$ cat config.mk
export PLATFORM = sky130hd
export DESIGN_NAME = mpti_div
export DESIGN_NICKNAME = d
export VERILOG_FILES = /design/src/design/mpti_pkg.sv /design/src/design/mpti_div.sv
export SDC_FILE = /design/constraint.sdc
export NUM_CORES = 1
export LEC_CHECK = 0
export ABC_AREA = 0
export ABC_CLOCK_PERIOD_IN_PS = 3000
export BUFFER_PORTS_ARGS = -buffer_cell sky130_fd_sc_hd__clkbuf_2
export CORE_MARGIN = 2
export CORE_UTILIZATION = 40
export DETAILED_ROUTE_END_ITERATION = 10
export PLACE_DENSITY = 0.65
export SLEW_MARGIN = 20
export SYNTH_ARGS = -nofsm -noshare
export SYNTH_HDL_FRONTEND = slang
export SYNTH_SLANG_ARGS = --single-unit
$ cat constraint.sdc
create_clock -name clk -period 3 [get_ports clk]
set_clock_uncertainty 0.1 [all_clocks]
set_input_delay 0.3 -clock clk [delete_from_list [all_inputs] [get_ports clk]]
set_output_delay 0.3 -clock clk [all_outputs]
set_load 0.05 [all_outputs]
$ cat src/design/mpti_pkg.sv
// types and fixed constants of the pulse table interpolator
// no dependencies; used by the divider, register file, top level, checker and bench
package mpti_pkg;

	// item codes
	localparam logic OP_LOAD   = 1'b0;
	localparam logic OP_DEMAND = 1'b1;

	localparam logic DIR_FWD = 1'b0;
	localparam logic DIR_REV = 1'b1;

	localparam logic MODE_TIME = 1'b0;
	localparam logic MODE_POS  = 1'b1;

	// register indexes on paddr[3:2]
	localparam logic [1:0] REG_ENTRIES   = 2'd0;
	localparam logic [1:0] REG_THRESHOLD = 2'd1;
	localparam logic [1:0] REG_GAIN      = 2'd2;

	localparam int PADDR_W = 4;

	localparam logic [7:0]  ENTRIES_RST   = 8'd100;
	localparam logic [15:0] THRESHOLD_RST = 16'd100;
	localparam logic [15:0] GAIN_RST      = 16'd16384;

	localparam int GAIN_FRAC = 14;

	// arithmetic widths
	localparam int DIFF_W    = 17; // signed difference of two 16 bit values
	localparam int PROD_W    = 33; // signed product of two differences
	localparam int DIV_MAG_W = 32; // magnitude of the dividend
	localparam int DIV_CNT_W = 6;
	localparam int SCALED_W  = 18; // (16 x 16) >> 14
	localparam int SW_WIDE_W = 20;

	localparam logic signed [SW_WIDE_W-1:0] SW_MIN = -20'sd65536;
	localparam logic signed [SW_WIDE_W-1:0] SW_MAX = 20'sd131071;

	typedef struct packed {
		logic [7:0]  entries_in_use;
		logic [15:0] time_mode_threshold;
		logic [15:0] position_gain;
	} cfg_t;

	typedef struct packed {
		logic [15:0] on_time;
		logic [15:0] on_position;
		logic [15:0] settle_distance;
	} entry_t;

	localparam int ENTRY_W = $bits(entry_t);

	typedef struct packed {
		logic                     start;
		logic signed [PROD_W-1:0] dividend;
		logic signed [DIFF_W-1:0] divisor;
	} div_req_t;

	typedef struct packed {
		logic                     done;
		logic signed [PROD_W-1:0] quotient;
	} div_rsp_t;

	typedef enum logic [2:0] {
		ST_IDLE,
		ST_SEARCH,
		ST_MUL,
		ST_DIVS,
		ST_DIVW,
		ST_SCALE,
		ST_OUT
	} state_t;

endpackage

$ cat src/design/mpti_div.sv
// signed truncating divider, one quotient bit per cycle
// depends on mpti_pkg
module mpti_div import mpti_pkg::*; (
	input  logic     clk,
	input  logic     arst_n,
	input  div_req_t req,
	output div_rsp_t rsp
);
	logic                 busy_q;
	logic                 done_q;
	logic [DIV_CNT_W-1:0] cnt_q;
	logic [DIV_MAG_W-1:0] quo_q;
	logic [15:0]          rem_q;
	logic [15:0]          den_q;
	logic                 neg_q;

	logic [PROD_W-1:0]    num_abs;
	logic [DIFF_W-1:0]    den_abs;
	logic [16:0]          shifted;
	logic [16:0]          trial;
	logic                 ge;

	assign num_abs = req.dividend[PROD_W-1] ? PROD_W'(-req.dividend) : req.dividend;
	assign den_abs = req.divisor[DIFF_W-1] ? DIFF_W'(-req.divisor) : req.divisor;
	assign shifted = {rem_q, quo_q[DIV_MAG_W-1]};
	assign trial   = shifted - {1'b0, den_q};
	assign ge      = (shifted >= {1'b0, den_q});

	always_ff @(posedge clk or negedge arst_n) begin
		if (!arst_n) begin
			busy_q <= 1'b0;
			done_q <= 1'b0;
			cnt_q  <= '0;
		end else begin
			done_q <= 1'b0;
			if (req.start) begin
				busy_q <= 1'b1;
				cnt_q  <= '0;
			end else if (busy_q) begin
				cnt_q <= cnt_q + 1'b1;
				if (cnt_q == DIV_CNT_W'(DIV_MAG_W - 1)) begin
					busy_q <= 1'b0;
					done_q <= 1'b1;
				end
			end
		end
	end

	always_ff @(posedge clk) begin
		if (req.start) begin
			quo_q <= num_abs[DIV_MAG_W-1:0];
			rem_q <= '0;
			den_q <= den_abs[15:0];
			neg_q <= req.dividend[PROD_W-1] ^ req.divisor[DIFF_W-1];
		end else if (busy_q) begin
			rem_q <= ge ? trial[15:0] : shifted[15:0];
			quo_q <= {quo_q[DIV_MAG_W-2:0], ge};
		end
	end

	assign rsp.done     = done_q;
	assign rsp.quotient = neg_q ? -$signed({1'b0, quo_q}) : $signed({1'b0, quo_q});
endmodule

Word-level counts from Yosys, hierarchy flattened

Index checks and enable logic that the tools add are counted.

Word-level logic and storage cells: 30
Register bits after elaboration: 73
Output and inout bits: 34

$lt $le $gt $ge: 1
Mux-type cells: 14
Add/sub/neg operators: 5
Equal/unequal tests: 1
Reduce and logical (&&, ||, !) cells: 1
Bitwise operators: 1

Operators by type and width:

| operator            | count |
|---|---|
| $mux 32             | 3 |
| $mux 33             | 1 |
| $neg 32->33         | 1 |
| $mux 16             | 2 |
| $neg 32->32         | 1 |
| $ge 17x16->1        | 1 |
| $neg 16->16         | 1 |
| $sub 16x16->16      | 1 |
| $mux 6              | 2 |
| $add 6x1->6 const B | 1 |
| $eq 6x5->1 const B  | 1 |
| $mux 1              | 6 |
| $reduce_bool 2->1   | 1 |
| $xor 1x1->1         | 1 |

Longest topological paths before layout

Depth after elaboration: 4
Mapped depth: 10
Depth with buffers taken out: 9

Worst setup path before layout

No wires, ideal clock.

Kind: flip-flop to output port
Start: register quo_q[5]
End: output rsp[29] (netlist bit)
Path slack: 0.120 ns
Cell stages (with the launch flop): 7
Path buffers: 0
Arrival: 2.480 ns
Path through: edfxtp_1 -> nor4_2 -> or3b_1 -> or4_4 -> nand2b_4 -> o31ai_4 -> xnor2_1

RTL lines:

| item                   | RTL line       | text |
|---|---|---|
| start, declared        | mpti_div.sv:12 | `logic [DIV_MAG_W-1:0] quo_q;` |
| start signal, assigned | mpti_div.sv:51 | `quo_q <= num_abs[DIV_MAG_W-1:0];` |
| start signal, assigned | mpti_div.sv:57 | `quo_q <= {quo_q[DIV_MAG_W-2:0], ge};` |
| end, declared          | mpti_div.sv:7  | `output div_rsp_t rsp` |

==> metrics <==
outcome=finished, violations left; Final #Nets=788; Req. time, crit path=2.60 ns; delay-heaviest family, CP=simple AND/OR/NAND/NOR gates; H-tree Lvls=3; dpl hpwl=9850 microns; Slew headroom=42.4%; Worst Tran Pin Value=0.864 ns; element type at the critical path start=flip-flop; CP Cell Sequence=or3_4 -> or3_4 -> or4_4 -> nand2b_4 -> o31ai_4 -> xnor2_1 -> clkbuf_8; #FFs+latches synth=73; IO buf count=86; Pins Over Slew Limit=0; clock buffers created by TritonCTS=9; wirelength, routed=13100 microns; count leader, synth=nor2_1; RSZ-0062 raised after global routing=yes; CP bufs+invs=1; Synth cell types=63; Post-synth ARST share=11.0%; first-pass GRT wire length=21400 microns; overall power=0.00450 W; final critical-path share of the clock period=104%; WP data arrival=2.72 ns; design area=6610 sq um; total global routing overflow=0; WL/cell=14.6 microns; DR DRC count=0; VDD IR-drop max=0.000335 V; 1st-iter DRT viols=395; layout cell share with drive strength beyond 1=20.7%; Via density=5.43; ys flop type=edfxtp_1; row count=42; RD Place Congestion=0.888; share of the synthesized area in the top cell type=27.2%; LEAKAGE=2.60 nW; power density cells=680 nW/um^2; WHS=0.0793 ns; number of global-route vias before repair=4602; Ports=87; initial core utilization=40.9%; fin crit period=3.12 ns; violated checks=negative setup slack; hold violation total from the final report=0; Core ar.=13200 sq um; Synth area leader=edfxtp_1; clock root buffer master=clkbuf_16; antenna violation net count after detailed routing=0; Die Y=120 microns; antenna violations before repair=0; Seq/Total Area, Yosys=36.8%; syn_nets=691; synth top area cells=edfxtp_1 (27%), xnor2_1 (8.6%), dfxtp_1 (5.9%); Worst Hold Class=input pin to flip-flop; CTS sink cnt=73; CP Capture Type=output pin; fill count=1253; Avg Synthesized Cell Area=8.77 sq um; total of max-cap violations=0; worst setup margin=-0.117 ns; Post-synth EDFFs=49; Clock transition at path regs=0.06 ns; # diodes=0; worst-skew pair later-pin latency=0.33 ns; Cells after Synth=617; Via Count=4860; area grow syn2layout=22.2%; mapped cell area=5410 sq um; post-route non-filler standard cell count=895; largest net degree at the start of global routing=40; critical-path maximum fanout=3; Crit-path slowest cell=or4_4; setup_tns=-0.350 ns; critical path class=flip-flop to output pin; CP dominant cell by count=or3_4; Final setup viols=5; Die ar.=14500 sq um; TritonCTS clock tree=done; DR pass1 iterations=5; placed insts=871; Synth top cells by count=nor2_1 (61), nand2_1 (59), xnor2_1 (53); slowest stage delay, CP=0.52 ns; GRT Overall Usage=18.3%; maximum buffer depth of the clock tree=2; Synthesis Warnings=0; Area after DPL=6100 sq um; die width=120 microns; Achievable Freq=0.321 GHz
-- logic make-up after synthesis --
group,Yosys count,synth area share (%)
XOR/XNOR,89,14.4
buffers and inverters,56,4.12
flip-flops,73,36.8
AO/OA/AOI/OAI,162,19.8
adder cells (fa/ha/maj),21,4.99
AND/OR/NAND/NOR,214,19.5
multiplexers,2,0.370
-- area by class of cell --
| class | count | area, sq um | share of cell area, % |
|---|---|---|---|
| clock buffer | 15 | 258 | 3.90 |
| clock inverter | 1 | 5.00 | 0.0757 |
| inverter | 26 | 97.6 | 1.48 |
| multi-input combinational | 488 | 3290 | 49.8 |
| sequential | 73 | 1990 | 30.1 |
| tap | 176 | 220 | 3.33 |
| timing repair buffer | 116 | 746 | 11.3 |
-- per-stage QoR --
stage          util (%)  setup WS [ns]
5_1_grt            49.9         -0.185
4_1_cts            49.4         -0.107
6_report           49.9         -0.117
3_3_place_gp       46.1         0.0755
2_1_floorplan         -          0.120
3_5_place_dp       46.1         0.0630
-- report_power, final --
group | total (W) | switching [W] | internal (W)
sequential | 0.00146 | 0.000187 | 0.00127
combinational | 0.00207 | 0.00129 | 0.000779
clock | 0.000972 | 0.000389 | 0.000583
total | 0.00450 | 0.00187 | 0.00263
-- what timing repair did --
item,CTS,global route
gates resized for setup,36,12
hold endpoints to repair,8,0
hold buffers,1,0
buffers inserted,3,4
endpoints found under the setup margin,17,19
gates cloned,0,0
pin swaps,6,6
-- final timing paths --
kind                                start   endpoint  slack (ns)  cells after the start
worst max-delay path            quo_q[11]    rsp[29]       -0.12                      7
worst min-delay path               req[0]   den_q[0]        0.08                      1
worst max register to register  rem_q[11]   rem_q[3]        0.22                      7
worst min register to register  rem_q[15]  rem_q[15]        0.41                      2
max in group asynchronous          arst_n   cnt_q[4]        2.37                      2
min in group asynchronous          arst_n   cnt_q[1]        0.25                      2
-- cells in the final DEF (no fill, tap or decap), types with 5 or more instances in the layout --
master,instances
xnor2_1,52
nor3_1,12
nand2_1,59
nand4_1,12
nor2b_1,6
inv_1,26
nand2b_1,11
or3_1,9
o21ai_0,37
clkbuf_16,9
nand3_1,12
nor2_1,61
xor2_1,36
o211ai_1,5
clkbuf_4,8
dfrtp_1,8
clkbuf_1,5
clkbuf_2,68
dfxtp_1,16
o31ai_1,22
ha_1,20
o41ai_1,6
clkbuf_8,7
edfxtp_1,49
buf_4,31
a21oi_1,51
-- per-layer routing --
layer	GRT usage, %	part of all wire, %	up-vias	routed length, microns
met2	31.0	49	126	6350
met5	0	0	-	0
li1	-	-	2435	-
met4	5.67	1.0	0	137
met3	2.64	4.3	8	558
met1	24.3	46	2291	6010
-- registers in the layout (all words and copies together) (netlist names) --
name / flops
neg_q: 1
cnt_q: 6
quo_q: 32
den_q: 16
busy_q: 1
rem_q: 16
done_q: 1
Note: power is estimated with default switching activity, not from simulation.
