**src/design/mpti_pkg.sv**
```systemverilog
// types and fixed constants of the pulse table interpolator
// no dependencies; used by the divider, register file, top level, checker and bench
package mpti_pkg;

	// item codes
	localparam logic OP_LOAD   = 1'b0;
	localparam logic OP_DEMAND = 1'b1;

	localparam logic DIR_FWD = 1'b0;
	localparam logic DIR_REV = 1'b1;

	localparam logic MODE_TIME = 1'b0;
	localparam logic MODE_POS  = 1'b1;

	// register indexes on paddr[3:2]
	localparam logic [1:0] REG_ENTRIES   = 2'd0;
	localparam logic [1:0] REG_THRESHOLD = 2'd1;
	localparam logic [1:0] REG_GAIN      = 2'd2;

	localparam int PADDR_W = 4;

	localparam logic [7:0]  ENTRIES_RST   = 8'd100;
	localparam logic [15:0] THRESHOLD_RST = 16'd100;
	localparam logic [15:0] GAIN_RST      = 16'd16384;

	localparam int GAIN_FRAC = 14;

	// arithmetic widths
	localparam int DIFF_W    = 17; // signed difference of two 16 bit values
	localparam int PROD_W    = 33; // signed product of two differences
	localparam int DIV_MAG_W = 32; // magnitude of the dividend
	localparam int DIV_CNT_W = 6;
	localparam int SCALED_W  = 18; // (16 x 16) >> 14
	localparam int SW_WIDE_W = 20;

	localparam logic signed [SW_WIDE_W-1:0] SW_MIN = -20'sd65536;
	localparam logic signed [SW_WIDE_W-1:0] SW_MAX = 20'sd131071;

	typedef struct packed {
		logic [7:0]  entries_in_use;
		logic [15:0] time_mode_threshold;
		logic [15:0] position_gain;
	} cfg_t;

	typedef struct packed {
		logic [15:0] on_time;
		logic [15:0] on_position;
		logic [15:0] settle_distance;
	} entry_t;

	localparam int ENTRY_W = $bits(entry_t);

	typedef struct packed {
		logic                     start;
		logic signed [PROD_W-1:0] dividend;
		logic signed [DIFF_W-1:0] divisor;
	} div_req_t;

	typedef struct packed {
		logic                     done;
		logic signed [PROD_W-1:0] quotient;
	} div_rsp_t;

	typedef enum logic [2:0] {
		ST_IDLE,
		ST_SEARCH,
		ST_MUL,
		ST_DIVS,
		ST_DIVW,
		ST_SCALE,
		ST_OUT
	} state_t;

endpackage

```
**src/design/mpti_cfg.sv**
```systemverilog
// apb register file: entry count, time mode threshold, position gain
// depends on mpti_pkg
module mpti_cfg import mpti_pkg::*; (
	input  logic               clk,
	input  logic               arst_n,
	input  logic               psel,
	input  logic               penable,
	input  logic               pwrite,
	input  logic [PADDR_W-1:0] paddr,
	input  logic [31:0]        pwdata,
	output logic [31:0]        prdata,
	output logic               pready,
	output cfg_t               cfg
);
	cfg_t cfg_q;
	logic wr_en;

	assign pready = 1'b1;
	assign wr_en  = psel & penable & pwrite;

	always_ff @(posedge clk or negedge arst_n) begin
		if (!arst_n) begin
			cfg_q.entries_in_use      <= ENTRIES_RST;
			cfg_q.time_mode_threshold <= THRESHOLD_RST;
			cfg_q.position_gain       <= GAIN_RST;
		end else if (wr_en) begin
			case (paddr[PADDR_W-1:2])
				REG_ENTRIES:   cfg_q.entries_in_use      <= pwdata[7:0];
				REG_THRESHOLD: cfg_q.time_mode_threshold <= pwdata[15:0];
				REG_GAIN:      cfg_q.position_gain       <= pwdata[15:0];
				default: ;
			endcase
		end
	end

	always_comb begin
		case (paddr[PADDR_W-1:2])
			REG_ENTRIES:   prdata = {24'd0, cfg_q.entries_in_use};
			REG_THRESHOLD: prdata = {16'd0, cfg_q.time_mode_threshold};
			REG_GAIN:      prdata = {16'd0, cfg_q.position_gain};
			default:       prdata = 32'd0;
		endcase
	end

	assign cfg = cfg_q;
endmodule

```
**config.mk**
```make
export PLATFORM = sky130hd
export DESIGN_NAME = mpti_cfg
export DESIGN_NICKNAME = d
export VERILOG_FILES = /design/src/design/mpti_pkg.sv /design/src/design/mpti_cfg.sv
export SDC_FILE = /design/constraint.sdc
export NUM_CORES = 1
export LEC_CHECK = 0
export BUFFER_PORTS_ARGS = -buffer_cell sky130_fd_sc_hd__buf_2
export CORE_ASPECT_RATIO = 0.5
export CORE_MARGIN = 2
export CORE_UTILIZATION = 44
export CTS_CLUSTER_SIZE = 20
export DETAILED_ROUTE_END_ITERATION = 8
export PLACE_DENSITY = 0.8
export REMOVE_ABC_BUFFERS = 1
export SLEW_MARGIN = 20
export SYNTH_ARGS = -nofsm -noshare
export SYNTH_HDL_FRONTEND = slang
export SYNTH_SLANG_ARGS = --single-unit
```
**constraint.sdc**
```tcl
create_clock -name clk -period 1.1 [get_ports clk]
set_input_delay 0.055 -clock clk [delete_from_list [all_inputs] [get_ports clk]]
set_output_delay 0.055 -clock clk [all_outputs]
set_load 0.005 [all_outputs]
```
# Word-level counts from Yosys, hierarchy flattened
# Cells that the tools add are included.
[totals]
reg_bits = 40
input_bits = 41
output_inout_bits = 73
elab_cells = 12
[op_classes]
eq_ne = 2
mux = 1
bitwise = 2
n_reduce_logical = 4
[op_table]
columns = ["operator", "n"]
rows = [
  ["$pmux W16 S3", 1],
  ["$reduce_and A2 Y1", 3],
  ["$and A1 B1 Y1", 2],
  ["$eq A2 B1 Y1 const B", 1],
  ["$eq A2 B2 Y1 const B", 1],
  ["$logic_not A2 Y1", 1],
]

# Logic depth before layout (Yosys ltp)
# Gate-level depths: netlist of the first run.
[logic_depth]
depth_word = 3
depth_mapped = 5
depth_no_buf = 3

# Worst setup path after synthesis of the first run
# No wires, ideal clock.
[synth_timing]
path_type = "input to register"
from = "in pwrite"
to = "reg cfg_q (netlist bit cfg[19])"
setup_time_ps = 125
arrival_time_ps = 1094
required_time_ps = 975
setup_slack_ps = -119
path_stages = 5
n_path_buf = 2
path_cell_list = "nand3_2 or3b_1 buf_6 buf_12 mux2_4"
[synth_via]
elab_chain_cells = 2
[synth_rtl]
columns = ["item", "line", "source"]
rows = [
  ["start, declared", "mpti_cfg.sv:8", "input logic pwrite,"],
  ["$and A1 B1 Y1", "mpti_cfg.sv:19", "assign wr_en = psel & penable & pwrite;"],
  ["$reduce_and A2 Y1 (no line)", "--", ""],
  ["end, declared", "mpti_cfg.sv:15", "cfg_t cfg_q;"],
]
# No other way between the ends.
# A chain may end at the register's enable or synchronous reset.

# Final worst setup path of the first run
[layout_timing]
from = "reg cfg_q (netlist bit cfg[38])"
to = "out prdata[6]"
[layout_via]
elab_chain_cells = 1
[layout_rtl]
columns = ["item", "line", "source"]
rows = [
  ["$pmux W16 S3", "mpti_cfg.sv:37", "case (paddr[PADDR_W-1:2])"],
  ["end, declared", "mpti_cfg.sv:11", "output logic [31:0] prdata,"],
]
# No other way between the ends.

==> impl_metrics.py, run 1 <==
metrics = {
    "run_status": {
        "status": "complete, but fails checks",
        "violations": "negative setup slack",
    },
    "placement": {
        "numPortBuffers": 78,
        "hpwl_um": 3380,
        "gp_congestion": 0.759,
    },
    "sta": {
        "final_hold_viol_count": 0,
        "period_share_pct": 117,
        "fin_skew_ns": 0,
        "max_freq_mhz": 775,
        "min_period_ns": 1.29,
        "finalSetupViolCount": 3,
        "whs_ns": 0.00763,
        "finalMaxSlewViolations": 0,
        "fin_ws_ns": -0.190,
        "tns_ns": -0.362,
        "rsz0062_at_grt": "true",
    },
    "setup_path": {
        "reg2reg_slack_ns": 0.20,
        "crit_path_end_kind": "output port",
        "timing.rr.end": "cfg[16]",
        "critPathMaxFanout": 3,
        "worst_setup_path_start_kind": "register",
        "path_class": "reg -> out",
        "reg2reg_from": "cfg[16]",
        "cp.arrival_ns": 1.24,
        "required_ns": 1.04,
        "rr_worst_depth": 2,
    },
    "synthesis": {
        "ys_warn_count": 0,
        "yosysUniqueCellTypes": 19,
        "ys_ff_latch": 40,
        "synth_edf_count": 0,
        "synth-async-reset-ratio_pct": 100,
        "synthesis.area_mm2": 0.00197,
        "synth.yosys.seq_area_share_pct": 51.4,
        "syn_inst": 145,
        "synthFlopType": "dfrtp_1",
        "syn_area_per_cell_um2": 13.6,
    },
    "final_layout": {
        "antenna_cells": 0,
        "fin_util_pct": 63.3,
        "syn_to_final_growth_pct": 39.7,
        "layout_commonest_cell": "buf_2",
        "layout_common_cells": "buf_2 (73), buf_4 (34), dfrtp_1 (33)",
        "largest_register_ffs": 40,
        "drive_gt1_share_pct": 66.5,
        "fillers": 305,
        "layout.nets": 300,
    },
    "cts": {
        "cts_sinks": 40,
        "htreeDepth": 2,
        "cts_root_buf": "clkbuf_8",
        "clockBufferDepth": 2,
        "cts_tree": "yes",
        "clk_pin_slew_worst_paths_ns": 0.08,
        "cts_made_buffers": 5,
        "insertion_delay_ns": 0.28,
    },
    "global_route": {
        "grt_max_degree": 27,
        "antenna_found_initial": 0,
        "overflow": 0,
        "grt_pass1_wl_um": 7140,
        "track_usage_pct": 18.2,
        "grt_pass1_vias": 1476,
    },
    "drt": {
        "wl_um": 4760,
        "avgRoutedWirePerCell_um": 15.0,
        "via_count": 1523,
        "vias_per_cell": 4.80,
        "drc": 0,
        "dr.first_iter.drc_count": 48,
        "ant_nets": 0,
        "drt-pass1-iter-count": 4,
    },
    "pwr": {
        "ir_drop_v": 0.000726,
        "finalPower_w": 0.00467,
        "p_per_area_mw_per_mm2": 1700,
        "p_leak_nw": 1.46,
    },
    "die": {
        "io_pins": 114,
        "start_util_pct": 45.3,
        "core_area_mm2": 0.00434,
        "rows": 17,
        "die_width_um": 98.5,
        "die_area_mm2": 0.00505,
        "die_y_um": 51.3,
    },
    "hold_path": {
        "hold_class": "in -> reg",
        "hold-path-endpoint": "cfg[28]",
        "hold-path-cell-count": 2,
        "hold_start": "pwdata[12]",
    },
    "flow_run": {
        "drv_cap": 0,
    },
}
==> critical path: stages, from the launching register on <==
cell and delay, ns:
dfstp_2 0.55, mux2i_1 0.07, o21ai_1 0.18, buf_2 0.15
==> worst max path at each step <==
| stage | from | end | slack [ns] | cells after the start |
|---|---|---|---|---|
| CTS | cfg[38] | prdata[6] | -0.17 | 3 |
| global route | cfg[22] | prdata[6] | -0.21 | 3 |
| global placement | pwrite | cfg[15] | -0.13 | 6 |
| floorplan | pwrite | cfg[0] | -0.28 | 3 |
| finish | cfg[38] | prdata[6] | -0.19 | 3 |
| detailed placement | pwrite | cfg[11] | -0.16 | 6 |
==> synth_stat cells, types with 2 or more instances <==
cell	count	area (µm²)
o21ai_0	8	40.0
mux2i_1	8	80.1
mux2_2	30	338
nor2b_1	2	12.5
clkbuf_1	4	15.0
nand2_1	8	30.0
dfrtp_1	33	826
mux2_4	10	150
conb_1	2	7.51
a22o_1	8	70.1
buf_4	18	135
dfstp_2	7	184
==> per-layer routing <==
layer | global-route usage (%) | part of all wire [%] | vias to the layer above
met3 | 3.01 | 3.9 | 5
met4 | 5.48 | 1.0 | 0
met2 | 32.8 | 52 | 53
met1 | 23.0 | 44 | 755
li1 | - | - | 710
met5 | 0 | 0 | -
==> per-stage QoR <==
step                std cells  area, µm²  setup WS [ns]
floorplan                 135       1840         -0.282
global placement          290       2460         -0.129
detailed placement        290       2460         -0.163
CTS                       307       2630         -0.168
global route              317       2750         -0.213
finish                    317       2750         -0.190
==> report_power, final <==
part | internal [W] | leakage, nW | switching, W
clock network | 0.000512 | 0.0455 | 0.000488
logic | 0.000983 | 0.933 | 0.000582
registers | 0.00186 | 0.478 | 0.000243
total | 0.00335 | 1.46 | 0.00131
==> layout make-up <==
| type | count | area (µm²) | share of cell area, % |
|---|---|---|---|
| well taps | 57 | 71.3 | 2.60 |
| multi-input cells | 95 | 836 | 30.4 |
| clock buffers | 8 | 90.1 | 3.28 |
| flip-flops and latches | 40 | 1010 | 36.8 |
| repair buffers | 117 | 739 | 26.9 |
==> kinds of logic (layout without fill, tap and decap cells) <==
family,after synthesis,after routing,share of synthesized area [%]
and+or+nand+nor,14,14,4.26
AOI/OAI and AO/OA,16,16,5.60
buffers and inverters,25,125,9.48
DFF,40,40,51.4
other,2,17,0.382
muxes,48,48,28.9
==> timing repair <==
item                                    in CTS  in global routing
gates resized for setup                      6                 12
cloned                                       0                  0
endpoints found under the setup margin      13                 20
pin swaps                                    1                  2
hold buffers                                 2                  0
buffers inserted                             7                 10
hold endpoints to repair                    38                  0
Note: power is estimated with default switching activity, not from simulation.
==> inputs of run 2 (changes only) <==
HOLD_SLACK_MARGIN = 0.08   (was unset)
==> run 2 against run 1 <==
Compared with the run above: the flow still finishes with violations (negative setup slack); fmax grew 0.60%; routed wire length grew 24%; sequential share of layout area is 2.0 points lower; first-iteration DRC count is 92% higher; worst setup slack improved by 0.0077 ns; non-clock buffer count grew 14; die area is the same; sequential cell count is the same; via count rose by 9.0%; highest routed layer unchanged.
==> impl_metrics.py, run 2 (synthesis results as in run 1) <==
metrics = {
    "drt": {
        "drc": 0,
        "vias_per_cell": 5.02,
        "via_count": 1660,
        "drt-pass1-iter-count": 4,
        "dr.first_iter.drc_count": 92,
        "avgRoutedWirePerCell_um": 17.8,
        "wl_um": 5900,
        "ant_nets": 0,
    },
    "final_layout": {
        "seq_area_mm2": 0.00101,
        "layout_common_cells": "buf_2 (72), dfrtp_1 (33), buf_4 (31)",
        "largest_register_ffs": 40,
        "drive_gt1_share_pct": 62.8,
        "layout_commonest_cell": "buf_2",
        "fillers": 270,
        "fin_util_pct": 67.0,
        "syn_to_final_growth_pct": 47.9,
        "layout.nets": 314,
        "antenna_cells": 0,
        "multi_input_area_um2": 841,
    },
    "run_status": {
        "violations": "negative setup slack",
        "status": "complete, but fails checks",
    },
    "placement": {
        "gp_congestion": 0.759,
        "hpwl_um": 3380,
        "numPortBuffers": 78,
        "place_ws_ns": -0.163,
    },
    "sta": {
        "final_hold_viol_count": 0,
        "fin_skew_ns": 0,
        "finalSetupViolCount": 10,
        "rsz0062_at_grt": "true",
        "fin_ws_ns": -0.183,
        "max_freq_mhz": 780,
        "whs_ns": 0.210,
        "min_period_ns": 1.28,
        "period_share_pct": 117,
        "finalMaxSlewViolations": 0,
        "tns_ns": -0.655,
    },
    "die": {
        "die_width_um": 98.5,
        "die_area_mm2": 0.00505,
        "rows": 17,
        "core_area_mm2": 0.00434,
        "start_util_pct": 45.3,
        "io_pins": 114,
        "die_y_um": 51.3,
    },
    "pwr": {
        "p_per_area_mw_per_mm2": 1650,
        "p_leak_nw": 1.52,
        "ir_drop_v": 0.000723,
        "finalPower_w": 0.00481,
    },
    "cts": {
        "cts_sinks": 40,
        "cts_root_buf": "clkbuf_8",
        "cts_made_buffers": 5,
        "clk_pin_slew_worst_paths_ns": 0.08,
        "insertion_delay_ns": 0.29,
        "htreeDepth": 2,
        "clockBufferDepth": 2,
        "cts_tree": "yes",
    },
    "setup_path": {
        "path_cells": "mux2i_1 -> o21ai_1 -> buf_2",
        "required_ns": 1.04,
        "critPathMaxFanout": 2,
        "worst_setup_path_start_kind": "register",
        "path_class": "reg -> out",
        "cp_slowest_cell": "dfstp_2",
        "crit_buf_inv": 1,
        "crit_path_end_kind": "output port",
        "cpPeakStageDelay_ns": 0.55,
        "cp.arrival_ns": 1.23,
        "crit_family": "flip-flops",
    },
    "global_route": {
        "overflow": 0,
        "grt_max_degree": 27,
        "grt_pass1_wl_um": 8080,
        "antenna_found_initial": 0,
        "grt_pass1_vias": 1614,
        "track_usage_pct": 20.8,
    },
    "flow_run": {
        "drv_cap": 0,
    },
    "hold_path": {
        "hold_class": "in -> async",
    },
}
## run 2: cell types whose count changed in the layout (fill, tap and decap cells not counted)
cell           previous run  this run
nor2b_2                   1         0
buf_4                    34        31
buf_6                     7        10
nor2b_4                   1         2
buf_2                    73        72
dlygate4sd3_1             2        17
## run 2: worst reg2reg max path: cells and delay by family (launching register included)
family / cells / cell delay [ns]
multiplexers: 1 / 0.25
buffers and inverters: 1 / 0.15
flip-flops: 1 / 0.42
## run 2: repair_timing
action | CTS | global route
endpoints found under the setup margin | 13 | 21
pin swaps | 1 | 1
resized for setup | 6 | 16
hold buffers | 17 | 0
buffers inserted | 7 | 9
endpoints found under the hold margin | 77 | 0
## run 2: per-stage QoR
stage,cells,cell area [µm²]
after global routing,331,2910
after detailed placement,290,2460
after global placement,290,2460
after CTS,322,2780
final,331,2910
after floorplan,135,1840
## run 2: path summary, 6_finish.rpt
| path | start | to | slack, ns | cells past startpoint |
|---|---|---|---|---|
| setup / recovery | cfg[34] | prdata[2] | -0.18 | 3 |
| hold / removal | arst_n | cfg[6] | 0.21 | 2 |
| setup reg to reg | cfg[27] | cfg[27] | 0.17 | 2 |
| hold reg to reg | cfg[2] | cfg[2] | 0.53 | 1 |
| max in group asynchronous | arst_n | cfg[34] | 0.34 | 3 |
| min in group clk | paddr[2] | cfg[6] | 0.37 | 4 |
## run 2: final cells by class
cell class	instances	area share, %
Tap cell	57	2.45
Multi-Input combinational cell	95	28.9
Clock buffer	8	3.10
Sequential cell	40	34.7
Timing Repair Buffer	131	30.8
## run 2: report_power, final
| part | internal (W) | switching (W) | total [W] |
|---|---|---|---|
| logic | 0.00103 | 0.000636 | 0.00166 |
| registers | 0.00186 | 0.000275 | 0.00213 |
| clock network | 0.000512 | 0.000499 | 0.00101 |
| total | 0.00340 | 0.00141 | 0.00481 |
## run 2: layer usage
layer,wire [µm],GRT usage [%]
met3,321,4.65
met2,3000,35.4
met1,2400,25.6
met5,0,0
met4,172,9.82
==> inputs of run 3 (changes only) <==
CTS_CLUSTER_DIAMETER = 200   (was unset)
SKIP_CTS_REPAIR_TIMING = 1   (was unset)
==> run 3 against run 2 <==
Compared with the run above: the run still ends with negative setup slack left; worst hold slack gained 0.0082 ns; register-to-register slack is essentially flat; sequential share of layout area grew 1.0 points; utilization shrank 1.9 points; critical path depth is the same; power shrank 4.1%; combinational power shrank 10%; die area is the same.
==> impl_metrics.py, run 3 (synthesis results as in run 1) <==
metrics = {
    "cts": {
        "clk_pin_slew_worst_paths_ns": 0.08,
        "insertion_delay_ns": 0.28,
        "htreeDepth": 2,
        "cts_made_buffers": 5,
        "cts_tree": "yes",
        "cts_root_buf": "clkbuf_8",
        "clockBufferDepth": 2,
        "cts_sinks": 40,
    },
    "drt": {
        "avgRoutedWirePerCell_um": 16.1,
        "drc": 0,
        "via_count": 1608,
        "vias_per_cell": 4.93,
        "wl_um": 5240,
        "ant_nets": 0,
        "drt-pass1-iter-count": 4,
        "dr.first_iter.drc_count": 46,
    },
    "pwr": {
        "ir_drop_v": 0.000734,
        "finalPower_w": 0.00461,
        "p_per_area_mw_per_mm2": 1630,
        "p_leak_nw": 1.48,
    },
    "setup_path": {
        "critPathMaxFanout": 3,
        "path_class": "reg -> out",
        "reg2reg_slack_ns": 0.18,
        "reg2reg_from": "cfg[16]",
        "timing.rr.end": "cfg[16]",
        "cp.arrival_ns": 1.20,
        "rr_worst_depth": 2,
        "required_ns": 1.04,
        "crit_path_end_kind": "output port",
        "worst_setup_path_start_kind": "register",
    },
    "run_status": {
        "status": "complete, but fails checks",
        "violations": "negative setup slack",
    },
    "final_layout": {
        "layout_common_cells": "buf_2 (76), dfrtp_1 (33), mux2_2 (30), buf_4 (30)",
        "syn_to_final_growth_pct": 43.7,
        "largest_register_ffs": 40,
        "post-route-cell-area_mm2": 0.00283,
        "layout_commonest_cell": "buf_2",
        "instances_no_fill": 326,
        "layout.nets": 309,
        "drive_gt1_share_pct": 62.1,
        "antenna_cells": 0,
        "fillers": 295,
    },
    "global_route": {
        "track_usage_pct": 17.8,
        "grt_max_degree": 27,
        "grt_pass1_vias": 1436,
        "overflow": 0,
        "antenna_found_initial": 0,
        "grt_pass1_wl_um": 6980,
    },
    "sta": {
        "period_share_pct": 115,
        "min_period_ns": 1.26,
        "finalSetupViolCount": 5,
        "final_hold_viol_count": 0,
        "tns_ns": -0.435,
        "rsz0062_at_grt": "true",
        "fin_ws_ns": -0.160,
        "fin_skew_ns": 0,
        "finalMaxSlewViolations": 0,
        "max_freq_mhz": 794,
        "whs_ns": 0.218,
    },
    "die": {
        "io_pins": 114,
        "core_area_mm2": 0.00434,
        "rows": 17,
        "die_area_mm2": 0.00505,
        "die_width_um": 98.5,
        "die_y_um": 51.3,
        "start_util_pct": 45.3,
    },
    "placement": {
        "hpwl_um": 3380,
        "numPortBuffers": 78,
        "gp_congestion": 0.759,
        "place_area_mm2": 0.00246,
        "dpl.cell_count": 290,
    },
    "flow_run": {
        "drv_cap": 0,
    },
    "hold_path": {
        "hold_class": "in -> async",
    },
}
-- run 3: changes by cell type in the layout (fill, tap and decap cells not counted) --
cell,change
buf_6,-8
nor2b_4,-1
buf_2,+4
nor2b_2,+1
buf_4,-1
-- run 3: per-layer routing --
layer / routed length (µm) / track usage, % / vias up
li1: - / - / 725
met1: 2220 / 22.7 / 823
met2: 2740 / 31.5 / 52
met3: 197 / 3.01 / 8
met4: 82 / 5.48 / 0
met5: 0 / 0 / -
-- run 3: worst max-delay path, stage by stage, from the launching register on --
cell and delay, ns:
dfstp_2 0.55, mux2i_1 0.07, o21ai_1 0.16, buf_2 0.14
-- run 3: worst max path at each step --
stage                     startpoint  slack, ns         to
after floorplan               pwrite      -0.28     cfg[0]
after global placement        pwrite      -0.13    cfg[15]
after detailed placement      pwrite      -0.16    cfg[11]
after CTS                    cfg[38]      -0.24  prdata[6]
after global routing         cfg[38]      -0.22  prdata[6]
final                        cfg[38]      -0.16  prdata[6]
-- run 3: final cells by class --
class                           instances  area [µm²]  share of cell area (%)
Sequential cell                        40        1010                    35.7
Tap cell                               57        71.3                    2.52
Timing Repair Buffer                  126         818                    29.0
Multi-Input combinational cell         95         836                    29.6
Clock buffer                            8        90.1                    3.19
-- run 3: report_power, final --
part	internal, W	switching [W]	leakage (nW)
logic	0.000917	0.000573	0.959
registers	0.00186	0.000267	0.478
clock network	0.000511	0.000482	0.0455
total	0.00329	0.00132	1.48
-- run 3: through the flow --
stage               worst slack [ns]  util (%)
floorplan                     -0.282         -
global placement              -0.129      56.7
detailed placement            -0.163      56.7
CTS                           -0.235      58.8
global route                  -0.216      65.1
finish                        -0.160      65.1
